**src/hdl/cpc_pkg.sv**
```systemverilog
`timescale 1ns / 1ps

package cpc_pkg;

  // Datapath words carry 4 extra fraction bits over Q10.8 (Q.12).
  localparam int GUARD = 4;
  localparam int DW    = 26;   // x / y working width, signed
  localparam int ZW    = 24;   // angle accumulator, Q.20 radians, signed
  localparam int GAINW = 21;   // 1/K as a signed constant
  localparam int PW    = DW + GAINW;

  localparam int TABLE_LEN = 24;

  localparam logic signed [GAINW-1:0] INV_GAIN_Q20  = 21'sd636751;
  localparam logic        [16:0]      DEFAULT_ANGLE = 17'd8579;   // pi/6 in Q2.14
  localparam logic        [16:0]      HALF_PI_Q14   = 17'd25736;
  localparam logic        [17:0]      RADIUS_MAX    = 18'h3FFFF;
  localparam logic        [16:0]      COORD_MAX     = 17'h1FFFF;

  typedef enum logic {
    OP_TO_POLAR = 1'b0,
    OP_TO_RECT  = 1'b1
  } cpc_op_t;

  // One transaction as it moves down the rotation array.
  typedef struct packed {
    cpc_op_t              op;
    logic                 bypass;   // special case, result fixed at the end
    logic                 flag;     // operands rejected
    logic signed [DW-1:0] x;
    logic signed [DW-1:0] y;
    logic signed [ZW-1:0] z;
  } cpc_item_t;

  // atan(2^-i) in Q.20, rounded to nearest.
  function automatic logic signed [ZW-1:0] atan_q20(input int unsigned idx);
    logic signed [ZW-1:0] v;
    case (idx)
      0:       v = 24'sd823550;
      1:       v = 24'sd486170;
      2:       v = 24'sd256879;
      3:       v = 24'sd130396;
      4:       v = 24'sd65451;
      5:       v = 24'sd32757;
      6:       v = 24'sd16383;
      7:       v = 24'sd8192;
      8:       v = 24'sd4096;
      9:       v = 24'sd2048;
      10:      v = 24'sd1024;
      11:      v = 24'sd512;
      12:      v = 24'sd256;
      13:      v = 24'sd128;
      14:      v = 24'sd64;
      15:      v = 24'sd32;
      16:      v = 24'sd16;
      17:      v = 24'sd8;
      18:      v = 24'sd4;
      19:      v = 24'sd2;
      20:      v = 24'sd1;
      default: v = '0;
    endcase
    return v;
  endfunction

endpackage

```
**src/hdl/cpc_pre.sv**
```systemverilog
`timescale 1ns / 1ps

module cpc_pre
  import cpc_pkg::*;
(
  input  logic        clk,
  input  logic        rst,
  input  logic        in_valid,
  output logic        in_ready,
  input  logic        opcode,
  input  logic [17:0] coord_a,
  input  logic [17:0] coord_b,
  output logic        out_valid,
  input  logic        out_ready,
  output cpc_item_t   out_item
);

  logic        a_neg, b_neg, at_origin, angle_big;
  logic [40:0] rot_prod;
  logic [41:0] rot_sum;
  logic [21:0] rot_x;
  cpc_item_t   item_next;

  assign in_ready = !out_valid || out_ready;

  assign a_neg     = coord_a[17];
  assign b_neg     = coord_b[17];
  assign at_origin = (coord_a == '0) && (coord_b == '0);
  assign angle_big = !b_neg && (coord_b[16:0] >= HALF_PI_Q14);

  // Rotation input is prescaled by 1/K: round((r << 4) * 1/K >> 20).
  assign rot_prod = {20'd0, coord_a[16:0], 4'd0} * {21'd0, INV_GAIN_Q20[19:0]};
  assign rot_sum  = {1'b0, rot_prod} + 42'd524288;
  assign rot_x    = rot_sum[41:20];

  always_comb begin
    item_next.op = cpc_op_t'(opcode);
    if (cpc_op_t'(opcode) == OP_TO_POLAR) begin
      item_next.flag   = a_neg || b_neg;
      item_next.bypass = a_neg || b_neg || at_origin;
      item_next.x      = {{(DW-22){coord_a[17]}}, coord_a, 4'd0};
      item_next.y      = {{(DW-22){coord_b[17]}}, coord_b, 4'd0};
      item_next.z      = '0;
    end else begin
      item_next.flag   = a_neg || b_neg || angle_big;
      item_next.bypass = a_neg || b_neg || angle_big;
      item_next.x      = {{(DW-22){1'b0}}, rot_x};
      item_next.y      = '0;
      item_next.z      = {coord_b, 6'd0};
    end
  end

  always_ff @(posedge clk) begin
    if (rst) begin
      out_valid <= 1'b0;
    end else if (in_ready) begin
      out_valid <= in_valid;
    end
  end

  always_ff @(posedge clk) begin
    if (in_ready && in_valid) begin
      out_item <= item_next;
    end
  end

endmodule

```
**config.mk**
```make
export PLATFORM = sky130hd
export DESIGN_NAME = cpc_pre
export DESIGN_NICKNAME = d
export VERILOG_FILES = /design/src/hdl/cpc_pkg.sv /design/src/hdl/cpc_pre.sv
export SDC_FILE = /design/constraint.sdc
export NUM_CORES = 1
export LEC_CHECK = 0
export ABC_AREA = 1
export BUFFER_PORTS_ARGS = -buffer_cell sky130_fd_sc_hd__buf_2
export CAP_MARGIN = 40
export CORE_ASPECT_RATIO = 0.6
export CORE_MARGIN = 3
export CORE_UTILIZATION = 65
export CTS_CLUSTER_SIZE = 20
export DETAILED_ROUTE_END_ITERATION = 12
export GPL_TIMING_DRIVEN = 0
export PLACE_DENSITY = 0.88
export REMOVE_ABC_BUFFERS = 1
export SYNTH_ARGS = -nofsm -noshare
export SYNTH_HDL_FRONTEND = slang
export SYNTH_SLANG_ARGS = --single-unit
```
**constraint.sdc**
```tcl
create_clock -name clk -period 10.6 [get_ports clk]
set_input_delay 2.12 -clock clk [delete_from_list [all_inputs] [get_ports clk]]
set_output_delay 2.12 -clock clk [all_outputs]
set_load 0.01 [all_outputs]
```
==> qor.yml <==
run_status:
  status: "completed"
hold_path:
  hold_end: "out_valid$_SDFFE_PP0N_"
  hold_class: "flop to flop"
  hold_depth: 2
  min_from: "out_valid$_SDFFE_PP0N_"
global_route:
  grt_pass1_wl_um: 49500
  first_global_vias: 9120
  grt_overflow_total: 0
  grt_util_all_layers_pct: 36.2
  grt_start_max_net_pins: 47
  antenna_found_initial: 0
synthesis:
  synth_most_common_cell: "inv_1"
  yosys_warnings: 0
  avgSynthCellArea_sq_um: 8.02
  synth_area_sq_mm: 0.0106
  ys_ff_latch: 63
  synth_top_cell_by_area: "fa_1"
  synthTopCellsByCount: "inv_1, nand2_1, ha_1"
  synthDistinctLibCells: 38
  netlist_top_cells_area: "fa_1, edfxtp_1, ha_1"
  synth_cells: 1320
  yosysTopAreaCellShare_pct: 25.7
  async_flop_share_pct: 0
  synth_edf_count: 62
  ys.flop_type: "edfxtp_1"
  ys_seq_area_share_pct: 17.8
cells_and_area:
  fin_util_pct: 74.4
  area_growth_pct: 9.88
  fin_area_sq_mm: 0.0116
  drive_above_1_share_pct: 12.0
  fin_nets: 1752
  n_antenna_cell: 0
routing:
  drcViolationCount: 0
  m1WireLength_um: 13000
  via_count: 9116
  dr_wl_met3_um: 4530
  wire_per_inst_um: 19.0
  wirelength_um: 31000
  drtPass1Iterations: 7
  drtAntennaViolNets: 0
  top_layer: "met4"
  wl_met2_um: 13000
  via_per_inst: 5.57
  dr.first_iter.drc_count: 955
setup_path:
  worst_setup_path_end_kind: "flop"
  max_stage_delay_ns: 0.61
  path_common_cell: "nand2_1"
  cp.arrival_ns: 8.50
  reg2regPathDepth: 3
  r2r_end: "out_item[35]$_SDFFCE_PP0P_"
  crit_type: "input pin to flop"
  crit_path_start_kind: "input pin"
  crit_fanout: 7
  r2r_slack_ns: 9.14
  slowest_stage: "fa_1"
  r2r-start: "out_valid$_SDFFE_PP0N_"
  required_ns: 10.69
sta:
  fin_crit_sh_pct: 79.3
  hold_viol_final: 0
  min_period_ns: 8.41
  skew_ns: 0.00683
  setup_viol: 0
  max_freq_mhz: 119
  maxSlewHeadroom_pct: 59.8
  rsz0062_at_grt: "no"
  worst_slew_pin_slew_ns: 0.601
  drv_slew: 0
  fin_tns_setup_ns: 0
floorplan:
  fp.dieH_um: 105
  die_w_um: 171
  rows: 35
  die_area_sq_mm: 0.0179
  initial_core_util_pct: 67.7
  pin_count: 122
  core_area_sq_mm: 0.0156
place:
  io_buffers: 111
  dp_hpwl_um: 26100
  gp_congestion: 1.04
  postPlaceCellArea_sq_mm: 0.0113
cts:
  cts_hold_buffers: 0
  cts_tree: "yes"
  clock_latency_ns: 0.34
  clockRootBuffer: "clkbuf_16"
  clk_path_buf_depth: 2
  cts_setup_buffers: 0
  cts_buffers: 9
  clkSinkCount: 63
  htreeDepth: 3
  ctsResizeCount: 0
  path_clk_slew_ns: 0.05
job:
  drv_cap: 0
[metrics by stage]
stage | hold slack, ns | cells | setup WS [ns]
after detailed placement | 0.528 | 1621 | 2.03
after global placement | 0.477 | 1618 | 2.04
after global routing | 0.594 | 1637 | 1.83
after floorplan | 0.577 | 1304 | 3.07
final | 0.536 | 1637 | 2.19
after CTS | 0.538 | 1637 | 2.33
[cells in the final DEF, fill, tap and decap left out, types with 5 or more instances in the layout]
cell / instances
nand2_2: 9
o21bai_1: 7
a21oi_1: 32
clkbuf_16: 9
nor2_1: 93
inv_2: 7
nor2_2: 13
nand2_1: 277
ha_1: 146
edfxtp_1: 62
conb_1: 10
buf_2: 111
nor3_1: 6
nand3_1: 58
nand3b_1: 10
clkinv_1: 5
fa_1: 136
inv_1: 370
nand4_1: 10
o21ai_0: 19
[worst max path at each step]
stage               startpoint                      to  slack, ns  cells after the start
finish              coord_a[8]  out_item[65]$_DFFE_PP_       2.19                     29
global placement    coord_a[8]  out_item[62]$_DFFE_PP_       2.04                     27
floorplan           coord_a[5]  out_item[69]$_DFFE_PP_       3.07                     27
detailed placement  coord_a[6]  out_item[61]$_DFFE_PP_       2.03                     28
global route        coord_a[8]  out_item[65]$_DFFE_PP_       1.83                     29
CTS                 coord_a[6]  out_item[65]$_DFFE_PP_       2.33                     30
[sequential cells by signal (all words and copies together), names as in the netlist]
signal,count
out_item,62
out_valid,1
[logic make-up (layout without fill, tap and decap cells)]
logic type / Yosys count / in the layout / synth area share (%)
adders and majority gates: 282 / 282 / 43.0
DFF: 63 / 63 / 17.8
xor gates and xnor gates: 3 / 3 / 0.248
other: 1 / 10 / 0.0354
AOI/OAI and AO/OA: 73 / 73 / 3.84
and+or+nand+nor: 493 / 493 / 20.2
buffers and inverters: 405 / 510 / 15.0
[per-layer routing]
layer | GRT usage, % | vias to the layer above
li1 | - | 4190
met1 | 52.6 | 4281
met2 | 52.0 | 585
met3 | 14.2 | 60
met4 | 6.54 | 0
met5 | 0 | -
[worst max-delay path: cells and delay by family]
kind / cells / cell delay [ns]
simple gates: 12 / 1.37
buf+inv: 7 / 0.84
fa+ha+maj: 7 / 3.48
compound gates: 3 / 0.67
[cell type report]
type / instances / area [sq um]
clock buffer: 10 / 229
tap: 203 / 254
clock inverter: 6 / 61.3
inverter: 380 / 1430
fill: 1131 / 4000
timing repair buffer: 114 / 616
multi-input combinational: 861 / 7170
sequential: 63 / 1880
Power is not shown: default switching activity piles up to over one toggle a cycle in this logic, so the estimate is an artifact.
