==> config.mk <==
export PLATFORM = sky130hd
export DESIGN_NAME = cpc_post
export DESIGN_NICKNAME = d
export VERILOG_FILES = /design/src/hdl/cpc_pkg.sv /design/src/hdl/cpc_post.sv
export SDC_FILE = /design/constraint.sdc
export NUM_CORES = 1
export LEC_CHECK = 0
export BUFFER_PORTS_ARGS = -buffer_cell sky130_fd_sc_hd__buf_4
export CAP_MARGIN = 20
export CORE_MARGIN = 2
export CORE_UTILIZATION = 59
export DETAILED_ROUTE_END_ITERATION = 8
export PLACE_DENSITY_LB_ADDON = 0.08
export RECOVER_POWER = 50
export SKIP_LAST_GASP = 1
export SLEW_MARGIN = 30
export SYNTH_ARGS = -nofsm -noshare
export SYNTH_HDL_FRONTEND = slang
export SYNTH_SLANG_ARGS = --single-unit
==> constraint.sdc <==
create_clock -name clk -period 7.25 [get_ports clk]
set_input_delay 0.3625 -clock clk [delete_from_list [all_inputs] [get_ports clk]]
set_output_delay 0.3625 -clock clk [all_outputs]
set_load 0.03 [all_outputs]
==> src/hdl/cpc_pkg.sv <==
`timescale 1ns / 1ps

package cpc_pkg;

  // Datapath words carry 4 extra fraction bits over Q10.8 (Q.12).
  localparam int GUARD = 4;
  localparam int DW    = 26;   // x / y working width, signed
  localparam int ZW    = 24;   // angle accumulator, Q.20 radians, signed
  localparam int GAINW = 21;   // 1/K as a signed constant
  localparam int PW    = DW + GAINW;

  localparam int TABLE_LEN = 24;

  localparam logic signed [GAINW-1:0] INV_GAIN_Q20  = 21'sd636751;
  localparam logic        [16:0]      DEFAULT_ANGLE = 17'd8579;   // pi/6 in Q2.14
  localparam logic        [16:0]      HALF_PI_Q14   = 17'd25736;
  localparam logic        [17:0]      RADIUS_MAX    = 18'h3FFFF;
  localparam logic        [16:0]      COORD_MAX     = 17'h1FFFF;

  typedef enum logic {
    OP_TO_POLAR = 1'b0,
    OP_TO_RECT  = 1'b1
  } cpc_op_t;

  // One transaction as it moves down the rotation array.
  typedef struct packed {
    cpc_op_t              op;
    logic                 bypass;   // special case, result fixed at the end
    logic                 flag;     // operands rejected
    logic signed [DW-1:0] x;
    logic signed [DW-1:0] y;
    logic signed [ZW-1:0] z;
  } cpc_item_t;

  // atan(2^-i) in Q.20, rounded to nearest.
  function automatic logic signed [ZW-1:0] atan_q20(input int unsigned idx);
    logic signed [ZW-1:0] v;
    case (idx)
      0:       v = 24'sd823550;
      1:       v = 24'sd486170;
      2:       v = 24'sd256879;
      3:       v = 24'sd130396;
      4:       v = 24'sd65451;
      5:       v = 24'sd32757;
      6:       v = 24'sd16383;
      7:       v = 24'sd8192;
      8:       v = 24'sd4096;
      9:       v = 24'sd2048;
      10:      v = 24'sd1024;
      11:      v = 24'sd512;
      12:      v = 24'sd256;
      13:      v = 24'sd128;
      14:      v = 24'sd64;
      15:      v = 24'sd32;
      16:      v = 24'sd16;
      17:      v = 24'sd8;
      18:      v = 24'sd4;
      19:      v = 24'sd2;
      20:      v = 24'sd1;
      default: v = '0;
    endcase
    return v;
  endfunction

endpackage

==> src/hdl/cpc_post.sv <==
`timescale 1ns / 1ps

module cpc_post
  import cpc_pkg::*;
(
  input  logic        clk,
  input  logic        rst,
  input  logic        in_valid,
  output logic        in_ready,
  input  cpc_item_t   in_item,
  output logic        out_valid,
  input  logic        out_ready,
  output logic [17:0] result_a,
  output logic [16:0] result_b,
  output logic        origin_substituted
);

  // Stage A: gain correction product.
  logic                 va;
  logic                 ready_a;
  cpc_item_t            item_a;
  logic signed [PW-1:0] prod_a;

  // Stage B: rounding, clamping, special cases.
  logic                 ready_b;
  logic signed [PW-1:0] rad_full;
  logic signed [ZW-1:0] ang_full;
  logic signed [DW-1:0] xr_full, yr_full;
  logic [17:0]          radius;
  logic [16:0]          angle, xr, yr;
  logic [17:0]          result_a_next;
  logic [16:0]          result_b_next;

  assign ready_b  = !out_valid || out_ready;
  assign ready_a  = !va || ready_b;
  assign in_ready = ready_a;

  always_ff @(posedge clk) begin
    if (rst) begin
      va <= 1'b0;
    end else if (ready_a) begin
      va <= in_valid;
    end
  end

  always_ff @(posedge clk) begin
    if (ready_a && in_valid) begin
      item_a <= in_item;
      prod_a <= PW'(in_item.x) * PW'(INV_GAIN_Q20);
    end
  end

  assign rad_full = (prod_a + (PW'(1) <<< 23)) >>> 24;
  assign ang_full = (item_a.z + ZW'(32)) >>> 6;
  assign xr_full  = (item_a.x + DW'(8)) >>> GUARD;
  assign yr_full  = (item_a.y + DW'(8)) >>> GUARD;

  always_comb begin
    if (rad_full[PW-1]) begin
      radius = '0;
    end else if (rad_full > PW'(RADIUS_MAX)) begin
      radius = RADIUS_MAX;
    end else begin
      radius = rad_full[17:0];
    end

    if (ang_full[ZW-1]) begin
      angle = '0;
    end else if (ang_full > ZW'(HALF_PI_Q14)) begin
      angle = HALF_PI_Q14;
    end else begin
      angle = ang_full[16:0];
    end

    if (xr_full[DW-1]) begin
      xr = '0;
    end else if (xr_full > DW'(COORD_MAX)) begin
      xr = COORD_MAX;
    end else begin
      xr = xr_full[16:0];
    end

    if (yr_full[DW-1]) begin
      yr = '0;
    end else if (yr_full > DW'(COORD_MAX)) begin
      yr = COORD_MAX;
    end else begin
      yr = yr_full[16:0];
    end

    if (item_a.op == OP_TO_POLAR) begin
      result_a_next = item_a.bypass ? '0 : radius;
      result_b_next = item_a.bypass ? DEFAULT_ANGLE : angle;
    end else begin
      result_a_next = item_a.bypass ? '0 : {1'b0, xr};
      result_b_next = item_a.bypass ? '0 : yr;
    end
  end

  always_ff @(posedge clk) begin
    if (rst) begin
      out_valid <= 1'b0;
    end else if (ready_b) begin
      out_valid <= va;
    end
  end

  always_ff @(posedge clk) begin
    if (ready_b && va) begin
      result_a           <= result_a_next;
      result_b           <= result_b_next;
      origin_substituted <= item_a.flag;
    end
  end

endmodule

==> results of run 1 <==
[cell usage in the layout (no fill, tap or decap), types with 33 or more instances in the layout]
master and count:
a21oi_1 60, buf_4 33, clkbuf_1 43, clkbuf_4 44
edfxtp_1 128, fa_1 262, ha_1 234, inv_1 378
nand2_1 120, nand3_1 34, nor2_1 46, xnor2_1 71
xor2_1 62
[area by class of cell]
class	count	area [sq um]	area share [%]
inverter	378	1419	7.281
timing repair buffer	120	763.2	3.917
clock buffer	18	429.2	2.202
clock inverter	13	137.6	0.7063
multi-input combinational	1147	12360	63.45
antenna	1	2.502	0.01284
tap	390	488.0	2.504
sequential	130	3884	19.93
[metrics by stage]
step	util (%)	setup WS (ns)	cells	hold slack, ns	cell area (sq um)
floorplan	-	1.014	1671	0.4003	17720
global placement	64.22	0.3909	2163	0.4164	19030
detailed placement	64.33	0.3652	2164	0.4099	19070
CTS	66.24	0.7570	2195	0.08995	19630
global route	65.74	0.1643	2196	0.08033	19480
finish	65.75	0.5668	2197	0.1037	19490
[worst max-delay path by stage]
| stage | start | end | slack, ns | cells after the start |
|---|---|---|---|---|
| floorplan | in_item[58] | prod_a[43] | 1.01 | 21 |
| global route | in_item[73] | prod_a[43] | 0.16 | 23 |
| CTS | in_item[58] | prod_a[43] | 0.76 | 24 |
| finish | in_item[72] | prod_a[43] | 0.57 | 23 |
| global placement | in_item[59] | prod_a[43] | 0.39 | 24 |
| detailed placement | in_item[58] | prod_a[43] | 0.37 | 24 |
[state kept, by name (all words and copies together) (netlist names)]
signal and count:
result_a 18, item_a 68, out_valid 1, va 1, result_b 17, prod_a 24
origin_substituted 1
[logic make-up (layout without fill, tap and decap cells)]
group / count (synthesis) / count (layout) / synth area share, %
fa+ha+maj: 496 / 496 / 46.12
buf+inv: 394 / 529 / 8.459
simple gates: 317 / 317 / 8.954
compound gates: 197 / 197 / 7.711
xor+xnor: 133 / 133 / 6.574
flops: 130 / 130 / 21.92
mux: 4 / 4 / 0.2612
other cells: 0 / 1 / 0
[per-layer routing]
metal / up-vias / track usage [%] / share of wire, %
met5: - / 0 / 0
met4: 0 / 7.480 / 2.5
met3: 59 / 3.149 / 5.2
met2: 307 / 44.24 / 48
met1: 5992 / 37.80 / 45
li1: 5704 / - / -
[worst reg2reg max path, stage by stage, from the launching register on]
cell	delay (ns)
dfxtp_1	0.30
nor2b_1	0.16
nand2_1	0.10
and2_0	2.17
buf_16	0.30
==> reports/qor.csv, run 1 <==
stage,metric,value,unit
synthesis,Syn Area/Cell,10.60,sq um
clock_tree,hold_buf cts,0,
worst_hold_path,hold endpoint,va,
global_route,largest net degree at the start of global routing,49,
routing,drt pass-1 iters,5,
sta,final hold violations,0,
synthesis,post-synthesis cell count,1671,
critical_path,CP Cell Sequence,clkbuf_1 > ha_1 > inv_1 > fa_1 > fa_1 > inv_1 > fa_1 > fa_1 > fa_1 > inv_1 > fa_1 > inv_1 > ha_1 > nand2_1 > nor3_1 > nand4_1 > a31oi_1 > buf_4 > and4b_1 > o31ai_1 > buf_4 > a31oi_1 > xnor2_1,
die,core area,29640,sq um
finish,Fillers,2423,
synthesis,asr flop ratio synth,0,%
synthesis,synth top area cells,"fa_1, edfxtp_1, ha_1",
clock_tree,H-tree depth,4,
global_route,initial antenna violation count,0,
synthesis,Post-synth top cells,"inv_1, fa_1, ha_1, edfxtp_1, nand2_1",
routing,drt drc,0,
sta,setup violators final,0,
run_status,failing checks,"capacitance limit, slew limit",
die,Die X,177.3,um
worst_hold_path,worst hold path class,input pin to register,
synthesis,"Warnings, synthesis",0,
sta,"Slew Viols, Final",48,
clock_tree,clock root buffer,clkbuf_16,
synthesis,Yosys top cell area share,29.60,%
critical_path,worst setup path class,input pin to register,
routing,detail-routed via count per cell,5.490,
synthesis,"EDFF count, synth",128,
sta,worst-margin pin slew,3.001,ns
sta,Achievable Freq,0.1496,GHz
critical_path,cell mode on critical path,fa_1,
run_status,outcome,"complete, but fails checks",
synthesis,synthesized area,17720,sq um
clock_tree,CTS tree,built,
critical_path,capturing point of the worst reg2reg path,item_a[45],
clock_tree,number of CTS-inserted buffers,17,
worst_hold_path,hold_sp,rst,
place,# port buffers,112,
die,chip height,177.3,um
global_route,GRT Residual Overflow,0,
finish,share of layout cells above drive strength 1,8.029,%
routing,post-route ant nets,0,
routing,DRT iter0 DRCs,718,
synthesis,Netlist cell types,75,
flow_run,maxcap violations,1,
critical_path,reg2reg start,out_valid,
clock_tree,Clock transition at path regs,0.05,ns
critical_path,flop-to-flop setup slack,3.89,ns
finish,nets@finish,2373,
synthesis,register bit total from synthesis,130,
routing,vias,12060,
place,GPL Wtd Cong,0.9054,
global_route,Tot GR Track Use,26.84,%
synthesis,"Net Count, Synth",2250,
critical_path,crit end category,register,
critical_path,"CP delay by family, top",adder cells,
die,site row count,63,
critical_path,CP max stage cell,clkbuf_1,
routing,DR WL/cell,17.83,um
place,HPWL Detailed,31780,um
sta,Final period util,92.18,%
global_route,global-route wire length before repair,64480,um
sta,Period minus WS final,6.683,ns
critical_path,CP required,7.42,ns
synthesis,"count leader, synth",inv_1,
clock_tree,clk_lat worst skew,0.42,ns
clock_tree,post-CTS repair timing setup buffer count,0,
critical_path,worst path arrival time,6.85,ns
critical_path,Worst Path Buf+Inv,7,
clock_tree,maximum root-to-sink buffer count,2,
finish,Area growth syn-to-layout,9.970,%
critical_path,crit path launch type,input pin,
routing,Post-Route WL,39180,um
die,die area,31440,sq um
sta,Slew HR,-100.2,%
sta,Fin Setup TNS,0,ns
clock_tree,Num Clock Sinks,130,
die,I/O pin total,121,
critical_path,Worst path max stage delay,0.69,ns
worst_hold_path,hold path depth,2,
synthesis,cell taking the most area after synthesis,fa_1,
die,Initial Util,59.79,%
clock_tree,Post-CTS Resized,0,
critical_path,R2R depth,4,
sta,Worst Clk Skew,0.01052,ns
synthesis,register area share after synthesis,21.92,%
global_route,vias in the first global route,12590,
critical_path,maximum net fanout on the critical path,10,
sta,RSZ-0062 raised after global routing,no,
synthesis,top_reg_cell synth,edfxtp_1,
Power of run 1 is left out: the tool's default activity adds up to more than one toggle a clock period on the data nets, which glitch-free logic cannot reach.
==> run 2, diff against run 1 <==
Settings changed: ABC_AREA set to 1.
==> reports/qor.csv, run 2 <==
stage,metric,value,unit
critical_path,Worst Path Buf+Inv,5,
clock_tree,clock root buffer,clkbuf_16,
critical_path,CP Cell Sequence,clkbuf_1 > ha_1 > inv_1 > fa_1 > fa_1 > inv_1 > fa_1 > fa_1 > fa_1 > inv_1 > fa_1 > inv_1 > ha_1 > a21o_1 > nor2_1 > o21ai_0 > a21oi_1 > nand3_1 > nand2_1 > nand3_1 > xor2_1,
synthesis,"Net Count, Synth",2683,
synthesis,synth top area cells,"fa_1, edfxtp_1, ha_1",
routing,DR WL/cell,18.05,um
critical_path,maximum net fanout on the critical path,10,
sta,Slew HR,-34.09,%
finish,Fillers,2720,
global_route,largest net degree at the start of global routing,49,
run_status,failing checks,"capacitance limit, slew limit",
place,# port buffers,112,
synthesis,register area share after synthesis,20.37,%
die,die area,33770,sq um
critical_path,Worst path max stage delay,0.80,ns
place,GPL Wtd Cong,0.9422,
routing,drt drc,0,
die,core area,31720,sq um
synthesis,Post-synth top cells,"inv_1, nand2_1, fa_1, ha_1, nor2_1",
synthesis,post-synthesis cell count,2104,
critical_path,crit end category,register,
finish,antenna cells,0,
sta,final hold violations,0,
die,I/O pin total,121,
synthesis,Syn Area/Cell,9.062,sq um
finish,Top reg by flops,item_a,
critical_path,CP required,7.43,ns
critical_path,cell mode on critical path,fa_1,
clock_tree,Clock transition at path regs,0.06,ns
synthesis,"EDFF count, synth",128,
finish,footprint of the multi-input gates,13200,sq um
place,HPWL Detailed,39800,um
critical_path,"CP delay by family, top",adder cells,
synthesis,register bit total from synthesis,130,
die,Die X,183.8,um
clock_tree,Num Clock Sinks,130,
global_route,vias in the first global route,15130,
critical_path,worst setup path class,input pin to register,
clock_tree,Post-CTS Resized,0,
synthesis,synthesized area,19070,sq um
sta,RSZ-0062 raised after global routing,no,
synthesis,top_reg_cell synth,edfxtp_1,
worst_hold_path,worst hold path class,input pin to register,
global_route,Tot GR Track Use,29.96,%
routing,post-route ant nets,0,
synthesis,Netlist cell types,47,
routing,drt pass-1 iters,6,
die,Initial Util,60.11,%
synthesis,"Warnings, synthesis",0,
sta,"Slew Viols, Final",46,
clock_tree,number of CTS-inserted buffers,17,
finish,nets@finish,2814,
finish,max reg flops,68,
sta,Worst Clk Skew,0.007976,ns
clock_tree,clk_lat worst skew,0.42,ns
global_route,GRT Residual Overflow,0,
synthesis,Yosys top cell area share,27.51,%
clock_tree,CTS tree,built,
finish,share of layout cells above drive strength 1,6.053,%
sta,Fin Setup TNS,0,ns
sta,Final period util,91.53,%
run_status,outcome,"complete, but fails checks",
routing,Post-Route WL,47820,um
synthesis,"count leader, synth",inv_1,
finish,Area growth syn-to-layout,9.279,%
finish,top flop regs,"item_a (68), prod_a (24), result_a (18)",
sta,Period minus WS final,6.636,ns
die,site row count,65,
routing,DRT iter0 DRCs,958,
clock_tree,hold_buf cts,0,
global_route,global-route wire length before repair,77600,um
finish,most frequent cells in the layout,"inv_1, nand2_1, fa_1",
critical_path,CP max stage cell,clkbuf_1,
global_route,initial antenna violation count,0,
finish,register area,3884,sq um
die,chip height,183.8,um
sta,setup violators final,0,
critical_path,crit path launch type,input pin,
synthesis,asr flop ratio synth,0,%
critical_path,worst path arrival time,6.81,ns
flow_run,maxcap violations,1,
routing,vias,14340,
synthesis,cell taking the most area after synthesis,fa_1,
finish,"most common cell after layout, fill and taps aside",inv_1,
routing,detail-routed via count per cell,5.412,
clock_tree,H-tree depth,4,
sta,worst-margin pin slew,2.000,ns
sta,Achievable Freq,0.1507,GHz
clock_tree,post-CTS repair timing setup buffer count,0,
clock_tree,maximum root-to-sink buffer count,2,
-- run 2: changes by cell type in the layout (fill, tap and decap cells not counted), sizes merged, moves of 12 or more --
cell,before,now
nor2b,15,0
nor2,46,138
nand4,22,34
inv,379,517
nand2,120,331
o21ai,35,70
nand2b,12,0
nand3,36,74
a21oi,63,80
xor2,62,77
a22o,17,0
xnor2,71,41
nor3,16,30
-- run 2: layer usage --
layer	part of all wire, %	track usage (%)
met1	44	39.62
met2	48	50.63
met3	5.2	4.457
met4	3.4	10.40
met5	0	0
-- run 2: path summary, 6_finish.rpt --
kind                                  start                 end  slack (ns)  cells after the start
worst min-delay path                    rst           out_valid        0.10                      2
worst max-delay path            in_item[64]          prod_a[46]        0.61                     21
worst max register to register    out_valid          item_a[76]        3.84                      4
worst min register to register   item_a[76]  origin_substituted        0.44                      0
-- run 2: cell type report --
class	instances	share of cell area, %
Multi-Input combinational cell	1450	63.33
Sequential cell	130	18.64
Inverter	518	9.338
Timing Repair Buffer	118	3.297
Tap cell	402	2.414
Clock buffer	19	2.078
Clock inverter	12	0.9067
-- run 2: logic make-up (layout without fill, tap and decap cells) --
group	Yosys count	after routing	synth area share [%]
AND/OR/NAND/NOR	638	638	15.17
buffers and inverters	524	667	10.43
adder cells (fa/ha/maj)	496	496	42.86
AO/OA/AOI/OAI	198	198	5.748
flip-flops	130	130	20.37
XOR/XNOR	118	118	5.420
-- run 2: stage by stage --
stage / setup slack [ns] / cell area [sq um] / cells / hold slack [ns] / utilization (%)
finish: 0.6143 / 20840 / 2649 / 0.1008 / 65.69
global route: 0.4949 / 20840 / 2649 / 0.09877 / 65.69
CTS: 1.237 / 21070 / 2649 / 0.09132 / 66.42
detailed placement: 0.7941 / 20440 / 2618 / 0.4372 / 64.46
global placement: 0.8482 / 20420 / 2617 / 0.4015 / 64.37
floorplan: 1.686 / 19070 / 2104 / 0.4003 / -
Power of run 2 is left out for the same reason.
==> run 3, diff against run 2 <==
Settings changed: RECOVER_POWER 50 to unset.
==> reports/qor.csv, run 3 (same netlist as run 2, synthesis figures left out) <==
stage,metric,value,unit
place,GPL Wtd Cong,0.9422,
clock_tree,post-CTS repair timing setup buffer count,0,
finish,most frequent cells in the layout,"inv_1, nand2_1, fa_1",
global_route,initial antenna violation count,0,
global_route,Tot GR Track Use,29.96,%
sta,setup violators final,0,
critical_path,crit path launch type,input pin,
critical_path,worst setup path class,input pin to register,
die,I/O pin total,121,
critical_path,maximum net fanout on the critical path,9,
sta,worst-margin pin slew,0.8016,ns
clock_tree,H-tree depth,4,
die,Die X,183.8,um
finish,antenna cells,0,
routing,vias,14350,
clock_tree,clock root buffer,clkbuf_16,
die,site row count,65,
finish,max reg flops,68,
finish,top flop regs,"item_a (68), prod_a (24), result_a (18)",
sta,final hold violations,0,
routing,post-route ant nets,0,
clock_tree,number of CTS-inserted buffers,17,
global_route,global-route wire length before repair,77600,um
die,core area,31720,sq um
routing,DR WL/cell,18.01,um
critical_path,CP required,7.43,ns
routing,drt drc,0,
clock_tree,clk_lat worst skew,0.42,ns
die,chip height,183.8,um
critical_path,worst path arrival time,6.20,ns
clock_tree,hold_buf cts,0,
clock_tree,Post-CTS Resized,0,
routing,drt pass-1 iters,7,
sta,RSZ-0062 raised after global routing,no,
place,# port buffers,112,
clock_tree,CTS tree,built,
clock_tree,maximum root-to-sink buffer count,2,
critical_path,crit end category,register,
sta,Worst Clk Skew,0.006211,ns
clock_tree,Clock transition at path regs,0.06,ns
global_route,vias in the first global route,15130,
routing,detail-routed via count per cell,5.417,
worst_hold_path,worst hold path class,input pin to register,
place,HPWL Detailed,39800,um
sta,Slew HR,46.36,%
finish,nets@finish,2814,
routing,DRT iter0 DRCs,961,
finish,Area growth syn-to-layout,10.49,%
clock_tree,Num Clock Sinks,130,
finish,Top reg by flops,item_a,
global_route,largest net degree at the start of global routing,49,
finish,"most common cell after layout, fill and taps aside",inv_1,
finish,share of layout cells above drive strength 1,8.456,%
sta,Final period util,83.14,%
die,die area,33770,sq um
sta,"Slew Viols, Final",0,
sta,Period minus WS final,6.028,ns
sta,Achievable Freq,0.1659,GHz
flow_run,maxcap violations,0,
global_route,GRT Residual Overflow,0,
die,Initial Util,60.11,%
run_status,outcome,"complete, no violations",
routing,Post-Route WL,47710,um
sta,Fin Setup TNS,0,ns
finish,Fillers,2657,
[run 3: cell count changes in the layout (fill, tap and decap cells not counted), sizes merged]
cell,previous run,this run
clkinv,7,8
clkinvlp,1,0
buf,24,118
clkbuf,113,19
[run 3: routing by layer]
| layer | GRT usage (%) | vias to the layer above | routed length (um) |
|---|---|---|---|
| met5 | 0 | - | 0 |
| met4 | 10.40 | 0 | 1661 |
| met3 | 4.457 | 106 | 2670 |
| met2 | 50.63 | 454 | 22840 |
| met1 | 39.62 | 6908 | 20540 |
| li1 | - | 6881 | - |
[run 3: area by class of cell]
type                            count  area, sq um  area share (%)
Inverter                          518         1946           9.236
Clock buffer                       19        432.9           2.055
Clock inverter                     12        188.9          0.8968
Timing Repair Buffer              118        905.9           4.300
Tap cell                          402        503.0           2.388
Multi-Input combinational cell   1450        13210           62.69
Sequential cell                   130         3884           18.44
[run 3: metrics by stage]
stage	hold WS (ns)	setup WS [ns]	util [%]	cell area (sq um)	cells
finish	0.1014	1.222	66.42	21070	2649
global route	0.09877	0.9780	66.42	21070	2649
CTS	0.09132	1.237	66.42	21070	2649
detailed placement	0.4372	0.7941	64.46	20440	2618
global placement	0.4015	0.8482	64.37	20420	2617
floorplan	0.4003	1.686	-	19070	2104
[run 3: worst paths after layout]
kind               start                  to  slack [ns]  cells after the start
max reg2reg   prod_a[23]         result_a[1]        4.67                      9
min reg2reg   item_a[76]  origin_substituted        0.44                      0
min                  rst           out_valid        0.10                      2
max          in_item[74]          prod_a[46]        1.22                     20
[run 3: worst max-delay path: stages]
cell     delay (ns)
buf_4          0.21
inv_1          0.10
ha_1           0.36
inv_1          0.12
fa_1           0.57
fa_1           0.44
fa_1           0.53
fa_1           0.52
fa_1           0.57
fa_1           0.42
ha_1           0.41
a21oi_1        0.21
inv_1          0.06
a31oi_1        0.26
o21ai_0        0.18
a21oi_1        0.23
nand3_1        0.29
nand2_1        0.13
nand3_1        0.09
xor2_1         0.14
Power of run 3 is left out for the same reason.
