$ cat src/hdl/cpc_pkg.sv
`timescale 1ns / 1ps

package cpc_pkg;

  // Datapath words carry 4 extra fraction bits over Q10.8 (Q.12).
  localparam int GUARD = 4;
  localparam int DW    = 26;   // x / y working width, signed
  localparam int ZW    = 24;   // angle accumulator, Q.20 radians, signed
  localparam int GAINW = 21;   // 1/K as a signed constant
  localparam int PW    = DW + GAINW;

  localparam int TABLE_LEN = 24;

  localparam logic signed [GAINW-1:0] INV_GAIN_Q20  = 21'sd636751;
  localparam logic        [16:0]      DEFAULT_ANGLE = 17'd8579;   // pi/6 in Q2.14
  localparam logic        [16:0]      HALF_PI_Q14   = 17'd25736;
  localparam logic        [17:0]      RADIUS_MAX    = 18'h3FFFF;
  localparam logic        [16:0]      COORD_MAX     = 17'h1FFFF;

  typedef enum logic {
    OP_TO_POLAR = 1'b0,
    OP_TO_RECT  = 1'b1
  } cpc_op_t;

  // One transaction as it moves down the rotation array.
  typedef struct packed {
    cpc_op_t              op;
    logic                 bypass;   // special case, result fixed at the end
    logic                 flag;     // operands rejected
    logic signed [DW-1:0] x;
    logic signed [DW-1:0] y;
    logic signed [ZW-1:0] z;
  } cpc_item_t;

  // atan(2^-i) in Q.20, rounded to nearest.
  function automatic logic signed [ZW-1:0] atan_q20(input int unsigned idx);
    logic signed [ZW-1:0] v;
    case (idx)
      0:       v = 24'sd823550;
      1:       v = 24'sd486170;
      2:       v = 24'sd256879;
      3:       v = 24'sd130396;
      4:       v = 24'sd65451;
      5:       v = 24'sd32757;
      6:       v = 24'sd16383;
      7:       v = 24'sd8192;
      8:       v = 24'sd4096;
      9:       v = 24'sd2048;
      10:      v = 24'sd1024;
      11:      v = 24'sd512;
      12:      v = 24'sd256;
      13:      v = 24'sd128;
      14:      v = 24'sd64;
      15:      v = 24'sd32;
      16:      v = 24'sd16;
      17:      v = 24'sd8;
      18:      v = 24'sd4;
      19:      v = 24'sd2;
      20:      v = 24'sd1;
      default: v = '0;
    endcase
    return v;
  endfunction

endpackage

$ cat src/hdl/cpc_step.sv
`timescale 1ns / 1ps

module cpc_step
  import cpc_pkg::*;
#(
  parameter int STEP = 0
) (
  input  logic      clk,
  input  logic      rst,
  input  logic      in_valid,
  output logic      in_ready,
  input  cpc_item_t in_item,
  output logic      out_valid,
  input  logic      out_ready,
  output cpc_item_t out_item
);

  logic signed [DW-1:0] xs, ys;
  logic signed [ZW-1:0] at;
  logic                 toward_neg;   // x += ys, y -= xs, z += atan
  cpc_item_t            item_next;

  assign in_ready = !out_valid || out_ready;

  assign xs = in_item.x >>> STEP;
  assign ys = in_item.y >>> STEP;
  assign at = atan_q20(STEP);

  // Vectoring drives y to zero, rotation drives z to zero.
  assign toward_neg = (in_item.op == OP_TO_POLAR) ? !in_item.y[DW-1] : in_item.z[ZW-1];

  always_comb begin
    item_next = in_item;
    if (toward_neg) begin
      item_next.x = in_item.x + ys;
      item_next.y = in_item.y - xs;
      item_next.z = in_item.z + at;
    end else begin
      item_next.x = in_item.x - ys;
      item_next.y = in_item.y + xs;
      item_next.z = in_item.z - at;
    end
  end

  always_ff @(posedge clk) begin
    if (rst) begin
      out_valid <= 1'b0;
    end else if (in_ready) begin
      out_valid <= in_valid;
    end
  end

  always_ff @(posedge clk) begin
    if (in_ready && in_valid) begin
      out_item <= item_next;
    end
  end

endmodule

$ cat config.mk
export PLATFORM = sky130hd
export DESIGN_NAME = cpc_step
export DESIGN_NICKNAME = d
export VERILOG_FILES = /design/src/hdl/cpc_pkg.sv /design/src/hdl/cpc_step.sv
export SDC_FILE = /design/constraint.sdc
export NUM_CORES = 1
export LEC_CHECK = 0
export ABC_AREA = 1
export BUFFER_PORTS_ARGS = -buffer_cell sky130_fd_sc_hd__buf_2
export CORE_MARGIN = 2
export CORE_UTILIZATION = 34
export DETAILED_ROUTE_END_ITERATION = 16
export GPL_TIMING_DRIVEN = 0
export PLACE_DENSITY = 0.54
export SLEW_MARGIN = 40
export SYNTH_ARGS = -nofsm -noshare
export SYNTH_HDL_FRONTEND = slang
export SYNTH_SLANG_ARGS = --single-unit
$ cat constraint.sdc
create_clock -name clk -period 4.5 [get_ports clk]
set_input_delay 0.225 -clock clk [delete_from_list [all_inputs] [get_ports clk]]
set_output_delay 0.225 -clock clk [all_outputs]
set_load 0.1 [all_outputs]
==> impl_metrics.env, run 1 <==
export IMPL_drv_cap=0
export IMPL_dr_pass1_iters=8
export IMPL_synth_seq_area_share_pct=25.5
export IMPL_syn_area_per_cell_sq_um=6.52
export IMPL_synth_seq_cells=79
export IMPL_wl_mm=33.5
export IMPL_postCtsSetupBuffers=0
export IMPL_via_count=9886
export IMPL_diodes=0
export IMPL_coreArea_sq_um=26900
export IMPL_post_route_drc_count=0
export IMPL_synth_area_sq_um=9270
export IMPL_grt_pass1_vias=9264
export IMPL_cpMostUsedCell="nand2_1"
export IMPL_gr_max_usage_layer="met2"
export IMPL_htreeDepth=3
export IMPL_area_growth_synth_to_final_pct=17.7
export IMPL_setup_viol=0
export IMPL_wl_per_cell_microns=17.2
export IMPL_cts_hold_buf=0
export IMPL_final_cell_mix="nand2_1 (408), inv_1 (209), buf_2 (180)"
export IMPL_worst_setup_path_end_kind="flop"
export IMPL_p_comb_share_pct=51.5
export IMPL_fin_hold_ws_ns=0.0143
export IMPL_ys_async_sr_fraction_pct=0
export IMPL_via_per_inst=5.08
export IMPL_cts_resized=0
export IMPL_switching_share_pct=50.5
export IMPL_dieArea_sq_um=28600
export IMPL_clock_skew_ns=0.0109
export IMPL_p_leak_uw=0.00571
export IMPL_gr_total_overflow=0
export IMPL_p_per_area_nw_per_um2=330
export IMPL_cts_root_buf="clkbuf_16"
export IMPL_crit_slowest_cell="clkbuf_2"
export IMPL_rows=60
export IMPL_timing_fmax_mhz=369
export IMPL_start_kind="input port"
export IMPL_final_hold_viol_count=0
export IMPL_syn_instance_count=1420
export IMPL_use_met2_pct=38.7
export IMPL_worstSetupPathType="input port to flop"
export IMPL_outcome="completed"
export IMPL_start_util_pct=34.5
export IMPL_dpl_hpwl_mm=28.3
export IMPL_io_buffer_count=163
export IMPL_fin_crit_sh_pct=60.2
export IMPL_layout_commonest_cell="nand2_1"
export IMPL_grt_pass1_wl_mm=50.6
export IMPL_layout_drive_gt1_share_pct=16.0
export IMPL_ys_warn_count=0
export IMPL_cts_sinks=79
export IMPL_grt_usage_pct=23.2
export IMPL_vdd_drop_max_v=0.000159
export IMPL_clkTransAtPathRegs_ns=0.07
export IMPL_synth_distinct_cells=44
export IMPL_gp_congestion=0.966
export IMPL_rsz0062_at_grt="false"
export IMPL_grt_max_degree=20
export IMPL_p_clk_share_pct=21.8
export IMPL_synth_main_ff_cell="edfxtp_1"
export IMPL_cts_buffers=9
export IMPL_setup_tns_ns=0
export IMPL_cts_buffer_depth=2
export IMPL_use_met3_pct=2.10
export IMPL_synth_edff_count=78
export IMPL_power_internal_uw=1780
export IMPL_worst_pin_slew_ns=0.865
export IMPL_path_cells="buf_2 -> nand2_2 -> nand2_4 -> buf_6 -> clkbuf_2 -> ha_1 -> inv_1 -> o21ai_0 -> a21oi_1 -> nor2_1 -> nor2_1 -> nand2_1 -> nand2_1 -> nand2_1"
export IMPL_syn_num_nets=1591
export IMPL_worstPathRequired_ns=4.62
export IMPL_fin_crit_ns=2.71
export IMPL_first_iter_violations=772
export IMPL_clk_latency_ns=0.36
export IMPL_min_path_type="input port to flop"
export IMPL_ant_nets=0
export IMPL_critPathMaxFanout=18
export IMPL_max_stage_delay_ns=0.48
export IMPL_critPathArrivalTime_ns=2.83
export IMPL_slew_headroom_pct=42.3
export IMPL_antenna_found_initial=0
export IMPL_cts_tree="done"
export IMPL_use_met1_pct=31.1
export IMPL_drv_slew=0
export IMPL_nets=1770
export IMPL_io_pins=164
export IMPL_die_y_microns=169
export IMPL_die_w_microns=169
export IMPL_p_switching_uw=1820
export IMPL_fillers=2949
export IMPL_pwr_share_seq_pct=26.7
==> state kept, by name, summed over array words and instances, names as in the netlist <==
name,flops
out_item,78
out_valid,1
==> synth_stat cells (2+ instances only) <==
cell,count,area share [%]
nand2_1,408,17
inv_1,209,8.5
nand3_1,125,6.8
nor2_1,115,4.7
a21oi_1,109,5.9
ha_1,85,11
o21ai_0,85,4.6
edfxtp_1,78,25
xor2_1,34,3.2
nand4_1,24,1.6
buf_2,17,0.92
o21bai_1,16,1.3
nand2_2,14,0.95
clkbuf_1,10,0.41
nand2_4,9,1.1
nand3b_1,8,0.65
nor2_2,8,0.54
nor3_1,8,0.43
a21o_1,6,0.49
or2_2,5,0.34
buf_4,4,0.32
nor2_4,4,0.49
o21a_1,4,0.32
o21ai_1,4,0.22
buf_6,3,0.36
fa_1,3,0.65
inv_2,3,0.12
o22ai_1,3,0.20
xnor2_1,3,0.28
a21boi_0,2,0.16
==> cells by family (layout without fill, tap and decap cells) <==
| kind of cell | count (synthesis) | in the layout | share of synthesized area (%) |
|---|---|---|---|
| buffers and inverters | 249 | 433 | 10.9 |
| XOR/XNOR | 37 | 37 | 3.50 |
| AND/OR/NAND/NOR | 734 | 734 | 34.5 |
| AO/OA/AOI/OAI | 233 | 233 | 13.6 |
| adder cells (fa/ha/maj) | 88 | 88 | 12.1 |
| flip-flops | 79 | 79 | 25.5 |
==> worst max-delay path: cells and delay by family <==
family	cells	cell delay, ns
adder cells (fa/ha/maj)	1	0.38
AND/OR/NAND/NOR	7	0.81
buffers and inverters	4	0.94
AO/OA/AOI/OAI	2	0.45
==> layer usage <==
layer / wire, microns / vias to the layer above
li1: - / 4959
met1: 15200 / 4513
met2: 15400 / 358
met3: 1860 / 56
met4: 1060 / 0
met5: 0 / -
==> path summary, 6_finish.rpt <==
kind | slack (ns) | cells past startpoint | end | from
worst max-delay path | 1.79 | 14 | out_item[19]$_DFFE_PP_ | in_item[78]
worst max register to register | 3.07 | 4 | out_item[26]$_DFFE_PP_ | out_valid$_SDFFE_PP0N_
worst min register to register | 0.54 | 2 | out_valid$_SDFFE_PP0N_ | out_valid$_SDFFE_PP0N_
worst min-delay path | 0.01 | 2 | out_valid$_SDFFE_PP0N_ | rst
==> power groups by stage <==
stage / sequential, uW / clock, uW / combinational [uW]
2_1_floorplan: 1610 / 0 / 760
3_3_place_gp: 982 / 0 / 1820
3_5_place_dp: 978 / 0 / 1840
4_1_cts: 962 / 793 / 1850
5_1_grt: 967 / 831 / 1990
6_report: 961 / 783 / 1860
==> final cells by class <==
type | count | area [sq um] | share of cell area [%]
Inverter | 213 | 800 | 7.33
Buffer | 36 | 208 | 1.90
Timing Repair Buffer | 168 | 903 | 8.28
Tap cell | 341 | 427 | 3.91
Clock inverter | 7 | 72.6 | 0.665
Clock buffer | 9 | 225 | 2.07
Multi-Input combinational cell | 1092 | 5910 | 54.2
Sequential cell | 79 | 2360 | 21.7
==> metrics by stage <==
stage,std cells,util (%),worst slack [ns],instance area (sq um),total power [uW]
CTS,1945,40.6,1.78,10900,3600
global placement,1924,39.1,0.319,10500,2810
finish,1945,40.6,1.79,10900,3600
detailed placement,1929,39.5,1.40,10600,2820
global route,1945,40.6,1.62,10900,3790
floorplan,1420,-,1.10,9270,2370
Power figures use the tool's default switching activity.
==> run 2, diff against run 1 <==
ABC_AREA = 0   (was 1)
PLACE_DENSITY = 0.55   (was 0.54)
clock period = 2.3 ns   (was 4.5 ns; I/O delays follow)
==> run 2 against run 1 <==
  * The flow now finishes with violations (negative setup slack)
  * Design area hardly changed
  * Sequential cell count unchanged
  * Via count decreased by 23%
  * Combinational power grew 110%
  * Die area shrank 17%
==> impl_metrics.env, run 2 <==
export IMPL_cts_buffers=9
export IMPL_synthTopCellsByCount="a21oi_1 (91), ha_1 (85), inv_1 (79)"
export IMPL_die_y_microns=154
export IMPL_fin_hold_ws_ns=0.0571
export IMPL_coreArea_sq_um=21900
export IMPL_vdd_drop_max_v=0.000337
export IMPL_use_met2_pct=34.8
export IMPL_dp_slack_ns=-1.25
export IMPL_p_leak_uw=0.00459
export IMPL_synth_seq_cells=79
export IMPL_ys_warn_count=0
export IMPL_worstPathRequired_ns=2.40
export IMPL_synth_seq_area_share_pct=31.0
export IMPL_final_cells=1416
export IMPL_synth_most_common_cell="a21oi_1"
export IMPL_layout_commonest_cell="buf_2"
export IMPL_drv_slew=0
export IMPL_critPathMaxFanout=4
export IMPL_cts_tree="done"
export IMPL_via_count=7641
export IMPL_cts_root_buf="clkbuf_16"
export IMPL_synth_top_area_share_pct=30.7
export IMPL_cts_sinks=79
export IMPL_violations="negative setup slack"
export IMPL_final_cell_mix="buf_2 (143), a21oi_1 (80), edfxtp_1 (78)"
export IMPL_synth_edff_count=78
export IMPL_top_register="out_item"
export IMPL_via_per_inst=5.40
export IMPL_diodes=0
export IMPL_post_route_drc_count=0
export IMPL_nets=1302
export IMPL_dp_cells=1322
export IMPL_rows=54
export IMPL_start_util_pct=34.8
export IMPL_p_per_area_nw_per_um2=684
export IMPL_layout_drive_gt1_share_pct=36.4
export IMPL_r2r_start="out_valid$_SDFFE_PP0N_"
export IMPL_worstRegToRegCells=4
export IMPL_power_total_uw=7470
export IMPL_critPathLaunch="in_item[78]"
export IMPL_clk_latency_ns=0.35
export IMPL_worst_pin_slew_ns=0.886
export IMPL_clkTransAtPathRegs_ns=0.06
export IMPL_setup_viol=12
export IMPL_fin_crit_sh_pct=109
export IMPL_synth_distinct_cells=72
export IMPL_critPathArrivalTime_ns=2.62
export IMPL_timing_fmax_mhz=397
export IMPL_synth_area_top_cells="edfxtp_1 (31%), ha_1 (14%), xnor2_1 (6.8%)"
export IMPL_wl_per_cell_microns=18.4
export IMPL_largest_registers="out_item (78), out_valid (1)"
export IMPL_synth_area_sq_um=7620
export IMPL_dpl_hpwl_mm=18.7
export IMPL_gr_total_overflow=0
export IMPL_io_buffer_count=155
export IMPL_syn_area_per_cell_sq_um=8.61
export IMPL_final_hold_viol_count=0
export IMPL_io_pins=164
export IMPL_wl_mm=26.0
export IMPL_gp_congestion=0.900
export IMPL_grt_pass1_vias=7250
export IMPL_fin_crit_ns=2.52
export IMPL_worstSetupPathType="input port to flop"
export IMPL_outcome="finished, violations left"
export IMPL_fillers=2058
export IMPL_area_growth_synth_to_final_pct=43.3
export IMPL_min_delay_start="in_item[1]"
export IMPL_largest_register_ff_count=78
export IMPL_placed_area_sq_um=9000
export IMPL_die_w_microns=154
export IMPL_rsz0062_at_grt="true"
export IMPL_syn_instance_count=885
export IMPL_gr_max_usage_layer="met2"
export IMPL_setup_slack_ns=-0.216
export IMPL_min_path_type="input port to flop"
export IMPL_dr_pass1_iters=5
export IMPL_final_area_sq_um=10900
export IMPL_use_met1_pct=28.6
export IMPL_grt_max_degree=30
export IMPL_grt_pass1_wl_mm=39.3
export IMPL_clock_skew_ns=0.00370
export IMPL_drv_cap=0
export IMPL_cts_buffer_depth=2
export IMPL_use_met3_pct=2.45
export IMPL_synth_main_ff_cell="edfxtp_1"
export IMPL_holdPathStages=2
export IMPL_slew_headroom_pct=41.0
export IMPL_start_kind="input port"
export IMPL_grt_usage_pct=20.9
export IMPL_first_iter_violations=574
export IMPL_ant_nets=0
export IMPL_synth_top_area_cell="edfxtp_1"
export IMPL_htreeDepth=3
export IMPL_worst_setup_path_end_kind="flop"
export IMPL_dieArea_sq_um=23600
export IMPL_ys_async_sr_fraction_pct=0
export IMPL_syn_num_nets=1056
export IMPL_antenna_found_initial=0
-- run 2: cell count changes in the layout (fill, tap and decap cells not counted), moves of 49 or more --
cell,delta
nor2_1,-49
inv_1,-142
xnor2_1,+54
nand3_1,-111
nand2_1,-351
buf_4,+67
-- run 2: area by class of cell --
| class | instances | area (sq um) | share of cell area [%] |
|---|---|---|---|
| multi-input combinational | 678 | 5660 | 51.9 |
| tap | 280 | 350 | 3.21 |
| buffer | 41 | 268 | 2.45 |
| sequential | 79 | 2360 | 21.7 |
| inverter | 81 | 329 | 3.02 |
| clock buffer | 10 | 229 | 2.10 |
| clock inverter | 6 | 85.1 | 0.780 |
| timing repair buffer | 241 | 1630 | 14.9 |
-- run 2: layer usage --
layer | share of wire (%) | vias up
met2 | 49 | 276
met5 | 0 | -
met4 | 2.3 | 0
met1 | 43 | 3653
met3 | 5.6 | 41
li1 | - | 3671
-- run 2: through the flow --
stage	TNS [ns]	util [%]
global placement	-30.92	40.9
detailed placement	-31.50	41.1
global route	-2.59	49.9
finish	-1.46	49.9
CTS	-4.62	47.0
floorplan	-4.67	-
-- run 2: cell families after synthesis --
kind of cell    after synthesis  synth area share, %
mux                           9                 1.20
buf+inv                     128                 6.60
xor+xnor                     75                 8.62
simple gates                219                 13.6
fa+ha+maj                    90                 15.0
compound gates              285                 23.9
flops                        79                 31.0
-- run 2: path summary, 6_finish.rpt --
check | endpoint | slack (ns)
hold / removal | out_item[1]$_DFFE_PP_ | 0.06
hold reg to reg | out_item[76]$_DFFE_PP_ | 0.86
setup reg to reg | out_item[72]$_DFFE_PP_ | 0.76
setup / recovery | out_item[21]$_DFFE_PP_ | -0.22
-- run 2: timing repair --
action,in CTS,in global routing
setup endpoints to repair,39,37
gates resized for setup,125,119
setup buffers,46,34
hold buffers,6,0
endpoints found under the hold margin,5,0
pin swaps,50,68
-- run 2: where the power goes --
group	internal (uW)	switching, uW	leakage [uW]	total (uW)
Clock	948	620	0.000148	1570
Sequential	1870	46.2	0.000763	1910
Combinational	1180	2800	0.00368	3980
-- run 2: worst max-delay path, cell delays in order --
cell and delay [ns]:
buf_8 0.09, nand2b_4 0.15, nand2_8 0.06, buf_8 0.13, xnor2_2 0.12, ha_2 0.20, or3_4 0.40, a31oi_4 0.18
buf_6 0.13, o21ai_4 0.06, maj3_2 0.34, nand4_1 0.14, buf_4 0.14, a2111oi_4 0.06, a211oi_2 0.20, xnor2_1 0.10
==> run 3, diff against run 2 <==
HOLD_SLACK_MARGIN = 0.06   (was default)
==> run 3 against run 2 <==
  * The run still ends with negative setup slack left
  * Non-clock buffer count is 1 higher
  * Largest power group unchanged
  * Sequential cell count stayed put
  * Power is 0.10% higher
  * Largest cell class unchanged
  * Routed wire length is 0.43% higher
  * Setup slack worse by 0.0023 ns
  * Global-route usage hardly changed
  * Sequential power hardly changed
  * Highest routed layer unchanged
  * Critical path depth stayed put
==> impl_metrics.env, run 3 (synthesis results as in run 2) <==
export IMPL_outcome="finished, violations left"
export IMPL_violations="negative setup slack"
export IMPL_io_pins=164
export IMPL_met2WireLength_mm=12.8
export IMPL_multi_input_comb_area_sq_um=5660
export IMPL_vdd_drop_max_v=0.000337
export IMPL_clk_latency_ns=0.35
export IMPL_cpMostUsedCell="buf_8"
export IMPL_worst_setup_path_end_kind="flop"
export IMPL_hold_path_endpoint="out_item[22]$_DFFE_PP_"
export IMPL_diodes=0
export IMPL_start_kind="input port"
export IMPL_holdPathStages=2
export IMPL_final_cell_mix="buf_2 (143), a21oi_1 (80), edfxtp_1 (78)"
export IMPL_die_w_microns=154
export IMPL_p_leak_uw=0.00460
export IMPL_dp_cells=1322
export IMPL_dieArea_sq_um=23600
export IMPL_drv_slew=0
export IMPL_critPathArrivalTime_ns=2.62
export IMPL_r2r_start="out_valid$_SDFFE_PP0N_"
export IMPL_nets=1303
export IMPL_first_iter_violations=610
export IMPL_grt_pass1_vias=7258
export IMPL_worstRegToRegCells=4
export IMPL_worst_pin_slew_ns=0.890
export IMPL_grt_pass1_wl_mm=39.3
export IMPL_ant_nets=0
export IMPL_wl_met3_mm=1.37
export IMPL_setup_viol=11
export IMPL_slew_headroom_pct=40.6
export IMPL_p_per_area_nw_per_um2=684
export IMPL_min_delay_start="in_item[22]"
export IMPL_worstSetupPathType="input port to flop"
export IMPL_wl_per_cell_microns=18.4
export IMPL_setup_slack_ns=-0.218
export IMPL_min_path_type="input port to flop"
export IMPL_cts_root_buf="clkbuf_16"
export IMPL_gp_congestion=0.900
export IMPL_max_stage_delay_ns=0.40
export IMPL_antenna_found_initial=0
export IMPL_cts_tree="done"
export IMPL_fin_crit_sh_pct=109
export IMPL_routed_top_layer="met4"
export IMPL_dpl_hpwl_mm=18.7
export IMPL_die_y_microns=154
export IMPL_clkTransAtPathRegs_ns=0.06
export IMPL_rows=54
export IMPL_layout_drive_gt1_share_pct=36.4
export IMPL_cts_buffer_depth=2
export IMPL_setup_tns_ns=-1.45
export IMPL_timing_fmax_mhz=397
export IMPL_regArea_sq_um=2360
export IMPL_wl_met1_mm=11.4
export IMPL_area_growth_synth_to_final_pct=43.4
export IMPL_final_cells=1417
export IMPL_htreeDepth=3
export IMPL_critPathMaxFanout=4
export IMPL_power_total_uw=7470
export IMPL_path_cells="buf_8 -> nand2b_4 -> nand2_8 -> buf_8 -> xnor2_2 -> ha_2 -> or3_4 -> a31oi_4 -> buf_6 -> o21ai_4 -> maj3_2 -> nand4_1 -> buf_4 -> a2111oi_4 -> a211oi_2 -> xnor2_1"
export IMPL_via_per_inst=5.35
export IMPL_fin_hold_ws_ns=0.118
export IMPL_placed_area_sq_um=9000
export IMPL_layout_commonest_cell="buf_2"
export IMPL_via_count=7577
export IMPL_top_register="out_item"
export IMPL_r2r_end="out_item[72]$_DFFE_PP_"
export IMPL_fin_crit_ns=2.52
export IMPL_gr_total_overflow=0
export IMPL_cts_buffers=9
export IMPL_final_hold_viol_count=0
export IMPL_io_buffer_count=155
export IMPL_cts_sinks=79
export IMPL_wl_mm=26.1
export IMPL_drv_cap=0
export IMPL_fillers=2058
export IMPL_coreArea_sq_um=21900
export IMPL_final_area_sq_um=10900
export IMPL_worstPathRequired_ns=2.40
export IMPL_clock_skew_ns=0.00353
export IMPL_ff2ff_setup_slack_ns=0.76
export IMPL_largest_register_ff_count=78
export IMPL_dr_pass1_iters=5
export IMPL_largest_registers="out_item (78), out_valid (1)"
export IMPL_rsz0062_at_grt="true"
export IMPL_post_route_drc_count=0
export IMPL_start_util_pct=34.8
export IMPL_grt_usage_pct=21.0
export IMPL_crit_slowest_cell="or3_4"
export IMPL_grt_max_degree=30
## run 3: worst max-delay path by stage
stage                            from                      to  slack [ns]  depth (start not counted)
after floorplan           in_item[23]  out_item[22]$_DFFE_PP_       -0.51                         16
after global placement    in_item[78]  out_item[22]$_DFFE_PP_       -1.26                         17
after detailed placement  in_item[78]  out_item[22]$_DFFE_PP_       -1.25                         17
after CTS                 in_item[78]  out_item[23]$_DFFE_PP_       -0.47                         16
after global routing      in_item[78]  out_item[21]$_DFFE_PP_       -0.31                         16
final                     in_item[78]  out_item[21]$_DFFE_PP_       -0.22                         16
## run 3: area by class of cell
cell class                 instances  share of cell area, %
timing repair buffer             242                   15.0
tap                              280                   3.21
buffer                            41                   2.45
multi-input combinational        678                   51.8
sequential                        79                   21.6
clock inverter                     6                  0.779
inverter                          81                   3.01
clock buffer                      10                   2.10
## run 3: what timing repair did
action	in CTS	in global routing
setup endpoints to repair	39	37
hold buffers	7	0
endpoints found under the hold margin	6	0
pin swaps	50	68
buffers inserted	46	34
resized for setup	125	119
## run 3: routing by layer
metal / vias to the layer above / global-route usage (%)
met5: - / 0
met4: 0 / 6.55
met3: 36 / 2.45
met2: 266 / 34.8
met1: 3608 / 28.6
li1: 3667 / -
## run 3: through the flow
stage | worst slack (ns) | util, %
floorplan | -0.513 | -
global placement | -1.26 | 40.9
detailed placement | -1.25 | 41.1
CTS | -0.468 | 47.1
global route | -0.306 | 49.9
finish | -0.218 | 49.9
## run 3: where the power goes
part / switching, uW / internal [uW] / leakage [uW]
sequential: 46.4 / 1870 / 0.000763
clock: 624 / 948 / 0.000148
combinational: 2800 / 1180 / 0.00369
## run 3: critical path: cells and delay by family
kind	cells	cell delay [ns]
AO/OA/AOI/OAI	4	0.50
XOR/XNOR	2	0.22
adder cells (fa/ha/maj)	2	0.54
buffers and inverters	4	0.49
AND/OR/NAND/NOR	4	0.75
